==> src/rtl/core/lprd_pkg.sv <==
// ----------------------------------------------------------------------------
// lprd_pkg
// Shared types and constants of the length-prefixed request deframer.
// ----------------------------------------------------------------------------
package lprd_pkg;

  localparam int unsigned ByteW   = 8;
  localparam int unsigned WordW   = 32;
  localparam int unsigned ErrW    = 3;
  localparam int unsigned FieldW  = 2;

  // output tdata layout, lowest bit first
  localparam int unsigned TdByteLsb  = 0;
  localparam int unsigned TdArgLsb   = TdByteLsb + ByteW;
  localparam int unsigned TdEndBit   = TdArgLsb + WordW;
  localparam int unsigned TdCountLsb = TdEndBit + 1;
  localparam int unsigned TdErrLsb   = TdCountLsb + WordW;
  localparam int unsigned TdUsedW    = TdErrLsb + ErrW;
  localparam int unsigned OutTdataW  = ((TdUsedW + 7) / 8) * 8;
  localparam int unsigned TdPadW     = OutTdataW - TdUsedW;

  localparam int unsigned CfgIdxW = 1;
  localparam logic [CfgIdxW-1:0] CfgMaxFrameBytes = 1'd0;
  localparam logic [CfgIdxW-1:0] CfgMaxArguments  = 1'd1;

  localparam logic [WordW-1:0] MaxFrameBytesRst = 32'd33554432;
  localparam logic [WordW-1:0] MaxArgumentsRst  = 32'd200000;
  localparam logic [WordW-1:0] FieldBytes       = 32'd4;

  typedef enum logic [2:0] {
    PH_FRAME_LEN,
    PH_ARG_COUNT,
    PH_ARG_LEN,
    PH_ARG_DATA,
    PH_ERROR
  } phase_e;

  typedef enum logic [ErrW-1:0] {
    ERR_NONE          = 3'd0,
    ERR_TOO_LONG      = 3'd1,
    ERR_TOO_MANY_ARGS = 3'd2,
    ERR_OVERRUN       = 3'd3,
    ERR_TRAILING      = 3'd4
  } err_e;

  typedef struct packed {
    logic [WordW-1:0] max_frame_bytes;
    logic [WordW-1:0] max_arguments;
  } lprd_limits_t;

  typedef struct packed {
    err_e             error_code;
    logic [WordW-1:0] frame_arg_count;
    logic             frame_done;
    logic             arg_end;
    logic [WordW-1:0] arg_number;
    logic [ByteW-1:0] data_byte;
    logic             data_valid;
  } lprd_result_t;

endpackage

==> src/rtl/core/length_prefixed_request_deframer_top.sv <==
// ----------------------------------------------------------------------------
// length_prefixed_request_deframer_top
// Splits a length-prefixed request byte stream into tagged argument bytes.
//
//   channel  dir  payload
//   s_axis   in   tdata = in_byte
//   m_axis   out  tdata/tlast/tuser = one result per request byte
//   cfg      in   write of max_frame_bytes (0) or max_arguments (1)
//
// one request byte per cycle unless m_axis_tready stalls, via in and out registers
// the parser updates all counters together on each step, which sets the rate
// s_axis_tready follows m_axis_tready combinationally through both registers
// reset clears the parser state, limits go to their defaults
// ----------------------------------------------------------------------------
module length_prefixed_request_deframer_top (
  input  logic                           clk_i,
  input  logic                           rst_ni,
  input  logic                           s_axis_tvalid,
  output logic                           s_axis_tready,
  input  logic [lprd_pkg::ByteW-1:0]     s_axis_tdata,   // in_byte
  output logic                           m_axis_tvalid,
  input  logic                           m_axis_tready,
  // data_byte, arg_number, arg_end, frame_arg_count, error_code
  output logic [lprd_pkg::OutTdataW-1:0] m_axis_tdata,
  output logic                           m_axis_tlast,   // frame_done
  output logic                           m_axis_tuser,   // data_valid
  input  logic                           cfg_we_i,
  input  logic [lprd_pkg::CfgIdxW-1:0]   cfg_index_i,
  input  logic [lprd_pkg::WordW-1:0]     cfg_wdata_i
);
  import lprd_pkg::*;

  lprd_limits_t     limits_q, limits_d;
  logic             in_valid, out_ready, step;
  logic [ByteW-1:0] in_byte;
  lprd_result_t     result;
  err_e             sticky_err;

  always_comb begin
    limits_d = limits_q;
    if (cfg_we_i) begin
      case (cfg_index_i)
        CfgMaxFrameBytes: limits_d.max_frame_bytes = cfg_wdata_i;
        CfgMaxArguments:  limits_d.max_arguments   = cfg_wdata_i;
        default: begin
        end
      endcase
    end
  end

  always_ff @(posedge clk_i or negedge rst_ni) begin
    if (!rst_ni) begin
      limits_q.max_frame_bytes <= MaxFrameBytesRst;
      limits_q.max_arguments   <= MaxArgumentsRst;
    end else begin
      limits_q <= limits_d;
    end
  end

  assign step = in_valid && out_ready;

  lprd_in_reg u_in_reg (
    .clk_i     (clk_i),
    .rst_ni    (rst_ni),
    .s_valid_i (s_axis_tvalid),
    .s_ready_o (s_axis_tready),
    .s_data_i  (s_axis_tdata),
    .take_i    (out_ready),
    .valid_o   (in_valid),
    .data_o    (in_byte)
  );

  lprd_parser u_parser (
    .clk_i        (clk_i),
    .rst_ni       (rst_ni),
    .step_i       (step),
    .byte_i       (in_byte),
    .limits_i     (limits_q),
    .result_o     (result),
    .sticky_err_o (sticky_err)
  );

  lprd_out_reg u_out_reg (
    .clk_i     (clk_i),
    .rst_ni    (rst_ni),
    .load_i    (step),
    .result_i  (result),
    .ready_o   (out_ready),
    .m_valid_o (m_axis_tvalid),
    .m_ready_i (m_axis_tready),
    .m_data_o  (m_axis_tdata),
    .m_last_o  (m_axis_tlast),
    .m_user_o  (m_axis_tuser)
  );

  a_err_sticky: assert property (@(posedge clk_i) disable iff (!rst_ni)
    sticky_err != ERR_NONE |=> sticky_err == $past(sticky_err))
    else $error("sticky error changed");

  a_data_no_err: assert property (@(posedge clk_i) disable iff (!rst_ni)
    m_axis_tvalid && m_axis_tuser |-> m_axis_tdata[TdErrLsb +: ErrW] == ERR_NONE)
    else $error("data byte with error");

  a_done_no_err: assert property (@(posedge clk_i) disable iff (!rst_ni)
    m_axis_tvalid && m_axis_tlast |-> m_axis_tdata[TdErrLsb +: ErrW] == ERR_NONE)
    else $error("frame end together with error");

  a_err_quiet: assert property (@(posedge clk_i) disable iff (!rst_ni)
    step && result.error_code != ERR_NONE |->
      !result.data_valid && !result.arg_end && !result.frame_done)
    else $error("errored result carries payload");

endmodule

==> src/rtl/core/lprd_in_reg.sv <==
// ----------------------------------------------------------------------------
// lprd_in_reg
// Input register for request bytes; refills in the cycle it is drained.
// ----------------------------------------------------------------------------
module lprd_in_reg (
  input  logic                       clk_i,
  input  logic                       rst_ni,
  input  logic                       s_valid_i,
  output logic                       s_ready_o,
  input  logic [lprd_pkg::ByteW-1:0] s_data_i,
  input  logic                       take_i,
  output logic                       valid_o,
  output logic [lprd_pkg::ByteW-1:0] data_o
);
  import lprd_pkg::*;

  logic             valid_q, valid_d;
  logic [ByteW-1:0] data_q;
  logic             load;

  assign s_ready_o = !valid_q || take_i;
  assign load      = s_valid_i && s_ready_o;
  assign valid_d   = load || (valid_q && !take_i);

  always_ff @(posedge clk_i or negedge rst_ni) begin
    if (!rst_ni) begin
      valid_q <= 1'b0;
    end else begin
      valid_q <= valid_d;
    end
  end

  always_ff @(posedge clk_i) begin
    if (load) begin
      data_q <= s_data_i;
    end
  end

  assign valid_o = valid_q;
  assign data_o  = data_q;

endmodule

==> src/rtl/core/lprd_parser.sv <==
// ----------------------------------------------------------------------------
// lprd_parser
// Frame parser state machine: one request byte per step, one result per step.
// ----------------------------------------------------------------------------
module lprd_parser (
  input  logic                       clk_i,
  input  logic                       rst_ni,
  input  logic                       step_i,
  input  logic [lprd_pkg::ByteW-1:0] byte_i,
  input  lprd_pkg::lprd_limits_t     limits_i,
  output lprd_pkg::lprd_result_t     result_o,
  output lprd_pkg::err_e             sticky_err_o
);
  import lprd_pkg::*;

  phase_e             phase_q, phase_d;
  logic [FieldW-1:0]  pos_q, pos_d;
  logic [WordW-1:0]   acc_q, acc_d;
  logic [WordW-1:0]   fbl_q, fbl_d;
  logic [WordW-1:0]   args_q, args_d;
  logic [WordW-1:0]   abl_q, abl_d;
  logic [WordW-1:0]   cur_q, cur_d;
  err_e               err_q, err_d;

  logic [WordW-1:0]   fbl_dec, abl_dec, acc_new;
  logic [FieldW-1:0]  pos_new;
  logic               finish, boundary;
  logic               ev_data, ev_end, ev_done;

  assign fbl_dec = (phase_q != PH_FRAME_LEN && fbl_q != '0) ? fbl_q - WordW'(1) : fbl_q;
  assign abl_dec = (abl_q != '0) ? abl_q - WordW'(1) : abl_q;
  assign acc_new = {acc_q[WordW-ByteW-1:0], byte_i};
  assign pos_new = pos_q + FieldW'(1);

  // next state
  always_comb begin
    phase_d  = phase_q;
    pos_d    = pos_q;
    acc_d    = acc_q;
    fbl_d    = fbl_q;
    args_d   = args_q;
    abl_d    = abl_q;
    cur_d    = cur_q;
    err_d    = err_q;
    finish   = 1'b0;
    boundary = 1'b0;
    ev_data  = 1'b0;
    ev_end   = 1'b0;
    ev_done  = 1'b0;
    if (step_i && phase_q != PH_ERROR) begin
      fbl_d = fbl_dec;
      if (phase_q == PH_ARG_DATA) begin
        ev_data = 1'b1;
        abl_d   = abl_dec;
        if (abl_dec == '0) begin
          finish = 1'b1;
        end
      end else begin
        acc_d = acc_new;
        pos_d = pos_new;
        if (pos_new == '0) begin
          acc_d = '0;
          case (phase_q)
            PH_FRAME_LEN: begin
              if (acc_new > limits_i.max_frame_bytes) begin
                err_d   = ERR_TOO_LONG;
                phase_d = PH_ERROR;
              end else if (acc_new < FieldBytes) begin
                err_d   = ERR_OVERRUN;
                phase_d = PH_ERROR;
              end else begin
                fbl_d   = acc_new;
                cur_d   = '0;
                phase_d = PH_ARG_COUNT;
              end
            end
            PH_ARG_COUNT: begin
              if (acc_new > limits_i.max_arguments) begin
                err_d   = ERR_TOO_MANY_ARGS;
                phase_d = PH_ERROR;
              end else begin
                args_d   = acc_new;
                boundary = 1'b1;
              end
            end
            PH_ARG_LEN: begin
              if (acc_new > fbl_dec) begin
                err_d   = ERR_OVERRUN;
                phase_d = PH_ERROR;
              end else if (acc_new == '0) begin
                finish = 1'b1;
              end else begin
                abl_d   = acc_new;
                phase_d = PH_ARG_DATA;
              end
            end
            default: begin
            end
          endcase
        end
      end
      if (finish) begin
        ev_end   = 1'b1;
        cur_d    = cur_q + WordW'(1);
        args_d   = args_q - WordW'(1);
        boundary = 1'b1;
      end
      if (boundary) begin
        if (args_d == '0) begin
          if (fbl_dec == '0) begin
            ev_done = 1'b1;
            phase_d = PH_FRAME_LEN;
          end else begin
            err_d   = ERR_TRAILING;
            phase_d = PH_ERROR;
          end
        end else if (fbl_dec < FieldBytes) begin
          err_d   = ERR_OVERRUN;
          phase_d = PH_ERROR;
        end else begin
          phase_d = PH_ARG_LEN;
        end
      end
    end
  end

  // result
  always_comb begin
    result_o                 = '0;
    result_o.error_code      = err_d;
    if (phase_d != PH_ERROR) begin
      result_o.data_valid      = ev_data;
      result_o.data_byte       = ev_data ? byte_i : '0;
      result_o.arg_number      = (ev_data || ev_end) ? cur_q : '0;
      result_o.arg_end         = ev_end;
      result_o.frame_done      = ev_done;
      result_o.frame_arg_count = ev_done ? cur_d : '0;
    end
  end

  always_ff @(posedge clk_i or negedge rst_ni) begin
    if (!rst_ni) begin
      phase_q <= PH_FRAME_LEN;
      pos_q   <= '0;
      acc_q   <= '0;
      fbl_q   <= '0;
      args_q  <= '0;
      abl_q   <= '0;
      cur_q   <= '0;
      err_q   <= ERR_NONE;
    end else begin
      phase_q <= phase_d;
      pos_q   <= pos_d;
      acc_q   <= acc_d;
      fbl_q   <= fbl_d;
      args_q  <= args_d;
      abl_q   <= abl_d;
      cur_q   <= cur_d;
      err_q   <= err_d;
    end
  end

  assign sticky_err_o = err_q;

endmodule

==> src/rtl/core/lprd_out_reg.sv <==
// ----------------------------------------------------------------------------
// lprd_out_reg
// Result register; holds a result until the downstream side takes it.
// ----------------------------------------------------------------------------
module lprd_out_reg (
  input  logic                           clk_i,
  input  logic                           rst_ni,
  input  logic                           load_i,
  input  lprd_pkg::lprd_result_t         result_i,
  output logic                           ready_o,
  output logic                           m_valid_o,
  input  logic                           m_ready_i,
  output logic [lprd_pkg::OutTdataW-1:0] m_data_o,
  output logic                           m_last_o,
  output logic                           m_user_o
);
  import lprd_pkg::*;

  logic         valid_q, valid_d;
  lprd_result_t res_q;

  assign ready_o = !valid_q || m_ready_i;
  assign valid_d = load_i || (valid_q && !m_ready_i);

  always_ff @(posedge clk_i or negedge rst_ni) begin
    if (!rst_ni) begin
      valid_q <= 1'b0;
    end else begin
      valid_q <= valid_d;
    end
  end

  always_ff @(posedge clk_i) begin
    if (load_i) begin
      res_q <= result_i;
    end
  end

  assign m_valid_o = valid_q;
  assign m_data_o  = {{TdPadW{1'b0}}, res_q.error_code, res_q.frame_arg_count,
                      res_q.arg_end, res_q.arg_number, res_q.data_byte};
  assign m_last_o  = res_q.frame_done;
  assign m_user_o  = res_q.data_valid;

endmodule

==> config.mk <==
export PLATFORM = sky130hd
export DESIGN_NAME = length_prefixed_request_deframer_top
export DESIGN_NICKNAME = d
export VERILOG_FILES = /design/src/rtl/core/lprd_pkg.sv /design/src/rtl/core/length_prefixed_request_deframer_top.sv /design/src/rtl/core/lprd_in_reg.sv /design/src/rtl/core/lprd_parser.sv /design/src/rtl/core/lprd_out_reg.sv
export SDC_FILE = /design/constraint.sdc
export NUM_CORES = 1
export LEC_CHECK = 0
export ABC_AREA = 1
export BUFFER_PORTS_ARGS = -buffer_cell sky130_fd_sc_hd__buf_2
export CORE_MARGIN = 4
export CORE_UTILIZATION = 50
export CTS_CLUSTER_SIZE = 8
export DETAILED_ROUTE_END_ITERATION = 12
export PLACE_DENSITY = 0.66
export RECOVER_POWER = 25
export SLEW_MARGIN = 20
export SYNTH_ARGS = -nofsm -noshare
export SYNTH_HDL_FRONTEND = slang
export SYNTH_SLANG_ARGS = --single-unit
==> constraint.sdc <==
create_clock -name clk_i -period 12.39 [get_ports clk_i]
set_input_delay 3.717 -clock clk_i [delete_from_list [all_inputs] [get_ports clk_i]]
set_output_delay 3.717 -clock clk_i [all_outputs]
set_load 0.05 [all_outputs]
**Yosys cells after proc, flatten, opt, wreduce, memory -nomap -nowiden**

Cells that the tools add are included.

- $add $sub $neg: 5
- Order comparisons: 5
- Equality and inequality tests: 7
- Mux-type cells: 72
- Bitwise gates (word level): 2
- Reduce and logical (&&, ||, !) cells: 33

Operators with widths:

| kind | count |
|---|---|
| 2-to-1 mux 32 bit | 25 |
| zero test 32 bit | 4 |
| > comparator 32 bit | 3 |
| subtractor 32 x 1 -> 32 bit, second input constant | 3 |
| 2-to-1 mux 3 bit | 23 |
| less-than comparator 32 x 3 -> 1 bit, second input constant | 2 |
| nonzero test 32 bit | 2 |
| adder 32 x 1 -> 32 bit, second input constant | 1 |
| 2-to-1 mux 24 bit | 1 |
| 2-to-1 mux 1 bit | 21 |
| one-hot mux 3 bit (3 select lines) | 2 |
| AND reduction 2 bit | 6 |
| == test 3 x 2 -> 1 bit, second input constant | 2 |
| logical AND 1 bit | 6 |
| != test 3 bit, second input constant | 2 |
| logical OR 1 bit | 5 |
| AND reduction 5 bit | 1 |
| zero test 1 bit | 4 |
| != test 2 x 1 -> 1 bit, second input constant | 2 |
| nonzero test 2 bit | 2 |
| == test 3 x 1 -> 1 bit, second input constant | 1 |
| zero test 3 bit | 1 |
| nonzero test 3 bit | 1 |
| adder 2 x 1 -> 2 bit, second input constant | 1 |
| other kinds (2) | 3 |

- Bits in registers: 312
- Input bits: 46
- Output and inout port bits: 84
- Logic and storage cells: 144

**Longest topological paths before layout**

- Depth after elaboration: 17
- Gate-level depth with buffers: 46
- Gate-level depth less buffers: 43

**Hierarchy**

Synthesis repeated with hierarchy kept, for this count alone.

- Cells, all modules: 2,633
- Area, all modules: 20,066.7 sq um

By module, submodules not included:

| module | times used | cells each | area an instance (sq um) | sequential area each (sq um) |
|---|---|---|---|---|
| lprd_parser | 1 | 2,250 | 14,681.6 | 4,003.8 |
| length_prefixed_request_deframer_top | 1 | 281 | 2,678.8 | 1,610.3 |
| lprd_out_reg | 1 | 88 | 2,421.1 | 2,367.3 |
| lprd_in_reg | 1 | 14 | 285.3 | 265.3 |

**Least setup slack after synthesis**

OpenSTA, ideal clock, no wires.

- Path type: input to output
- Start: input m_axis_tready
- End: output s_axis_tready
- Arrival: 4,178 ps
- Required time: 8,673 ps
- Setup slack: 4,495 ps
- Stages on the path: 2
- Path buffers: 0
- Cell sequence: inv_1 -> nand3_1

- Longest elaborated chain between the ends: 2

Ends and longest elaborated chain:

| element | line | RTL |
|---|---|---|
| start: declaration | length_prefixed_request_deframer_top.sv:22 | `input logic m_axis_tready,` |
| logical OR 1 bit | lprd_out_reg.sv:22 | `assign ready_o = !valid_q \|\| m_ready_i;` |
| logical OR 1 bit | lprd_in_reg.sv:21 | `assign s_ready_o = !valid_q \|\| take_i;` |
| end: declaration | length_prefixed_request_deframer_top.sv:19 | `output logic s_axis_tready,` |

No other way between the ends.

==> run metrics <==
CP Launch Type primary input; DRT Pass-1 Iters 6; share of layout cells above drive strength 1 10.0%; design internal power 2.71 mW; max-slew violations 224; final WL 59200 µm; row cnt 72; Final period util 71.6%; fmax 113 MHz; gr usage total 27.8%; Post-synth EDFFs 86; via count 17700; Async SR Flop Fraction 72.4%; DIE HEIGHT 206 µm; Fin. Hold Viols 0; Crit Path Max Fanout 93; clock power share 23.0%; combinational share of power 45.6%; Final nets 2779; root buf cell clkbuf_16; post-synthesis sequential area ratio 42.0%; postcts setup bufs 0; Least-Margin Pin Slew 5220 ps; fin cells 3186; grt total ovfl 0; Die X 206 µm; RSZ-0062 raised after global routing no; initial DRC count 1774; CP required 12960 ps; Worst path max stage delay 3580 ps; routability cong. 0.983; CTS max path bufs 3; Post-Route Setup TNS 0 ps; CTS resizes 0; Seq cells post-synth 312; IO buf count 125; status complete, but fails checks; FILL cells 3702; initial antenna violation count 0; pin count of the biggest net entering global routing 94; peak supply drop 0.000104 V; crit-path cells clkbuf_1, buf_4, buf_4; FF+latch area 8250 µm²; DP HPWL 43400 µm; violated checks max-capacitance violations, max-slew violations; Routed Antenna Nets 0; Netlist cell types 59; area of the multi-input gates 9580 µm²; routed len/inst 18.6 µm; Critical Path End Type asynchronous set/reset pin; final core occ 56.6%; IO Pins 130; CTS tree yes; Initial Util 50.7%; Top FF cell, synth dfrtp_1; Ys Warns 0; htree depth 2; clk slew on worst S/H paths 50 ps; CP top delay family buffers and inverters; area grow syn2layout 11.6%; DP Cell Count 3103; first-pass GRT wire length 93200 µm; clk_skew 35.3 ps; Max Cap Viol 3; CORE AREA 38700 µm²; Die ar. 42500 µm²; cts bufs inserted 45; Fin Hold WS 478 ps; hold_buf cts 0; critical path class primary input to asynchronous set/reset pin; Clock Sinks 312; Vias/cell 5.56; Final Critical Period 8870 ps; worst endpoint data arrival time 9440 ps; switching share of total power 46.7%; Net Sw Power 2.37 mW; vias in the first global route 17100; Buf+Inv Stages, Crit Path 3; Ant. Diodes 0; Cells after Synth 2528; Mapped Area 19600 µm²; relative slew slack -248%; DRC violation count after routing 0; synthesized area per cell 7.77 µm²; leakage 10.3 nW; Sequential Power Share 31.4%; CP most frequent cell buf_4; total power draw 5.09 mW; clk_lat worst skew 590 ps; Final Setup Violations 0; Slowest cell on crit path clkbuf_1; PwrDens 232 nW/µm²; path type of the worst min-delay path register to register
## cell usage after synthesis, types with 4 or more instances
master    count  share of area (%)
ha_1        101                6.4
o221ai_1     20               0.89
a21oi_1      77                2.0
a31oi_1      11               0.35
inv_1       364                7.0
nand2_2       5               0.16
o211ai_1     12               0.46
edfxtp_1     86                 13
nand3_1     102                2.6
nand2_1     603                 12
o21ai_1       9               0.23
a22oi_1       7               0.27
clkbuf_1     54                1.0
nand4_1      56                1.8
nor2_1      236                4.5
nor2_2       15               0.48
dfstp_2       7               0.94
nor3_1       37               0.94
xor2_1       76                3.4
o22ai_1      30               0.96
buf_1         8               0.15
buf_6         5               0.29
nand3_2       4               0.20
o21ai_0     247                6.3
buf_2         7               0.18
buf_4         7               0.27
nor4_1       19               0.61
nor3b_1       5               0.19
nor2_4       30                1.7
dfrtp_1     219                 28
inv_2         5              0.096
xnor2_1      18               0.80
## cell usage in the layout, fill, tap and decap left out, types with 3 or more instances in the layout
cell type	instances
nand2_1	602
clkbuf_16	46
o22ai_1	30
xor2_1	76
dfstp_2	7
buf_2	123
o211ai_1	12
nand3_2	5
o221ai_1	20
a22oi_1	7
nor2_2	16
and3_1	3
nor2_1	235
nand2_2	6
nor3b_1	5
nor3_1	37
nor4_1	19
o21a_1	3
ha_1	101
o21ai_0	247
inv_1	362
a21boi_0	3
dfrtp_1	219
inv_2	6
a21oi_1	77
conb_1	4
nand3_1	101
clkbuf_1	36
a41oi_1	3
nand4_1	56
o21ai_1	9
buf_4	14
a31oi_1	10
nor2_4	30
edfxtp_1	86
xnor2_1	18
## flip-flops by register name (all words and copies together), names as in the netlist, 2 cells and up
name and count:
u_parser.sticky_err_o 3, limits_q 64, u_parser.acc_q 24, u_parser.cur_q 32, u_parser.fbl_q 32, u_parser.args_q 32, u_parser.phase_q 3, u_in_reg.data_o 8
u_parser.pos_q 2, u_out_reg.m_data_o 76, u_parser.abl_q 32
## path summary, 6_finish.rpt
| check | start | to | slack [ps] | cells after the start |
|---|---|---|---|---|
| max | rst_ni | u_parser.cur_q[25]$_DFF_PN0_ | 3520 | 3 |
| min | limits_q[14]$_DFFE_PN0P_ | limits_q[14]$_DFFE_PN0P_ | 480 | 2 |
| max reg2reg | u_parser.fbl_q[1]$_DFFE_PN0P_ | u_out_reg.m_data_o[66]$_SDFFCE_PN0P_ | 5040 | 30 |
| min reg2reg | limits_q[14]$_DFFE_PN0P_ | limits_q[14]$_DFFE_PN0P_ | 480 | 2 |
| max in group clk_i | m_axis_tready | s_axis_tready | 4460 | 4 |
| min in group asynchronous | rst_ni | limits_q[3]$_DFFE_PN0P_ | 5040 | 1 |
## through the flow
| step | setup WS [ps] | instance area, µm² |
|---|---|---|
| 5_1_grt | 2340 | 21900 |
| 4_1_cts | 4460 | 21900 |
| 2_1_floorplan | 4500 | 19600 |
| 3_3_place_gp | 4460 | 20600 |
| 6_report | 3520 | 21900 |
| 3_5_place_dp | 4460 | 20600 |
## final cells by class
cell class	instances	area share [%]
multi-input combinational	1764	43.7
clock buffer	80	5.83
timing repair buffer	139	3.32
clock inverter	3	0.211
tap	518	2.96
sequential	312	37.6
inverter	370	6.34
## worst reg2reg max path, delay by kind of cell (launching register included)
family	cells	cell delay, ps
simple gates	24	5730
buf+inv	2	180
compound gates	1	140
xor+xnor	1	170
fa+ha+maj	2	460
flops	1	390
## per-layer routing
metal  vias up  GRT usage [%]  wire (µm)
li1       8524              -          -
met1      8383           38.6      26100
met2       645           43.4      26700
met3       147           5.74       4160
met4         0           10.2       2190
met5         -              0          0
## logic make-up (layout without fill, tap and decap cells)
family / after synthesis / count (layout) / share of synthesized area, %
AOI/OAI and AO/OA: 436 / 436 / 12.4
and+or+nand+nor: 1129 / 1129 / 25.6
other: 1 / 4 / 0.0191
buffers and inverters: 455 / 592 / 9.37
adders and majority gates: 101 / 101 / 6.44
xor gates and xnor gates: 94 / 94 / 4.19
DFF: 312 / 312 / 42.0
## power groups by stage
stage	Clock (mW)	Sequential, mW	Combinational (mW)
detailed placement	0	1.60	2.27
CTS	1.19	1.59	2.29
finish	1.17	1.60	2.32
floorplan	0	1.57	1.62
global placement	0	1.59	2.22
global route	1.24	1.62	2.61
Power figures use the tool's default switching activity.
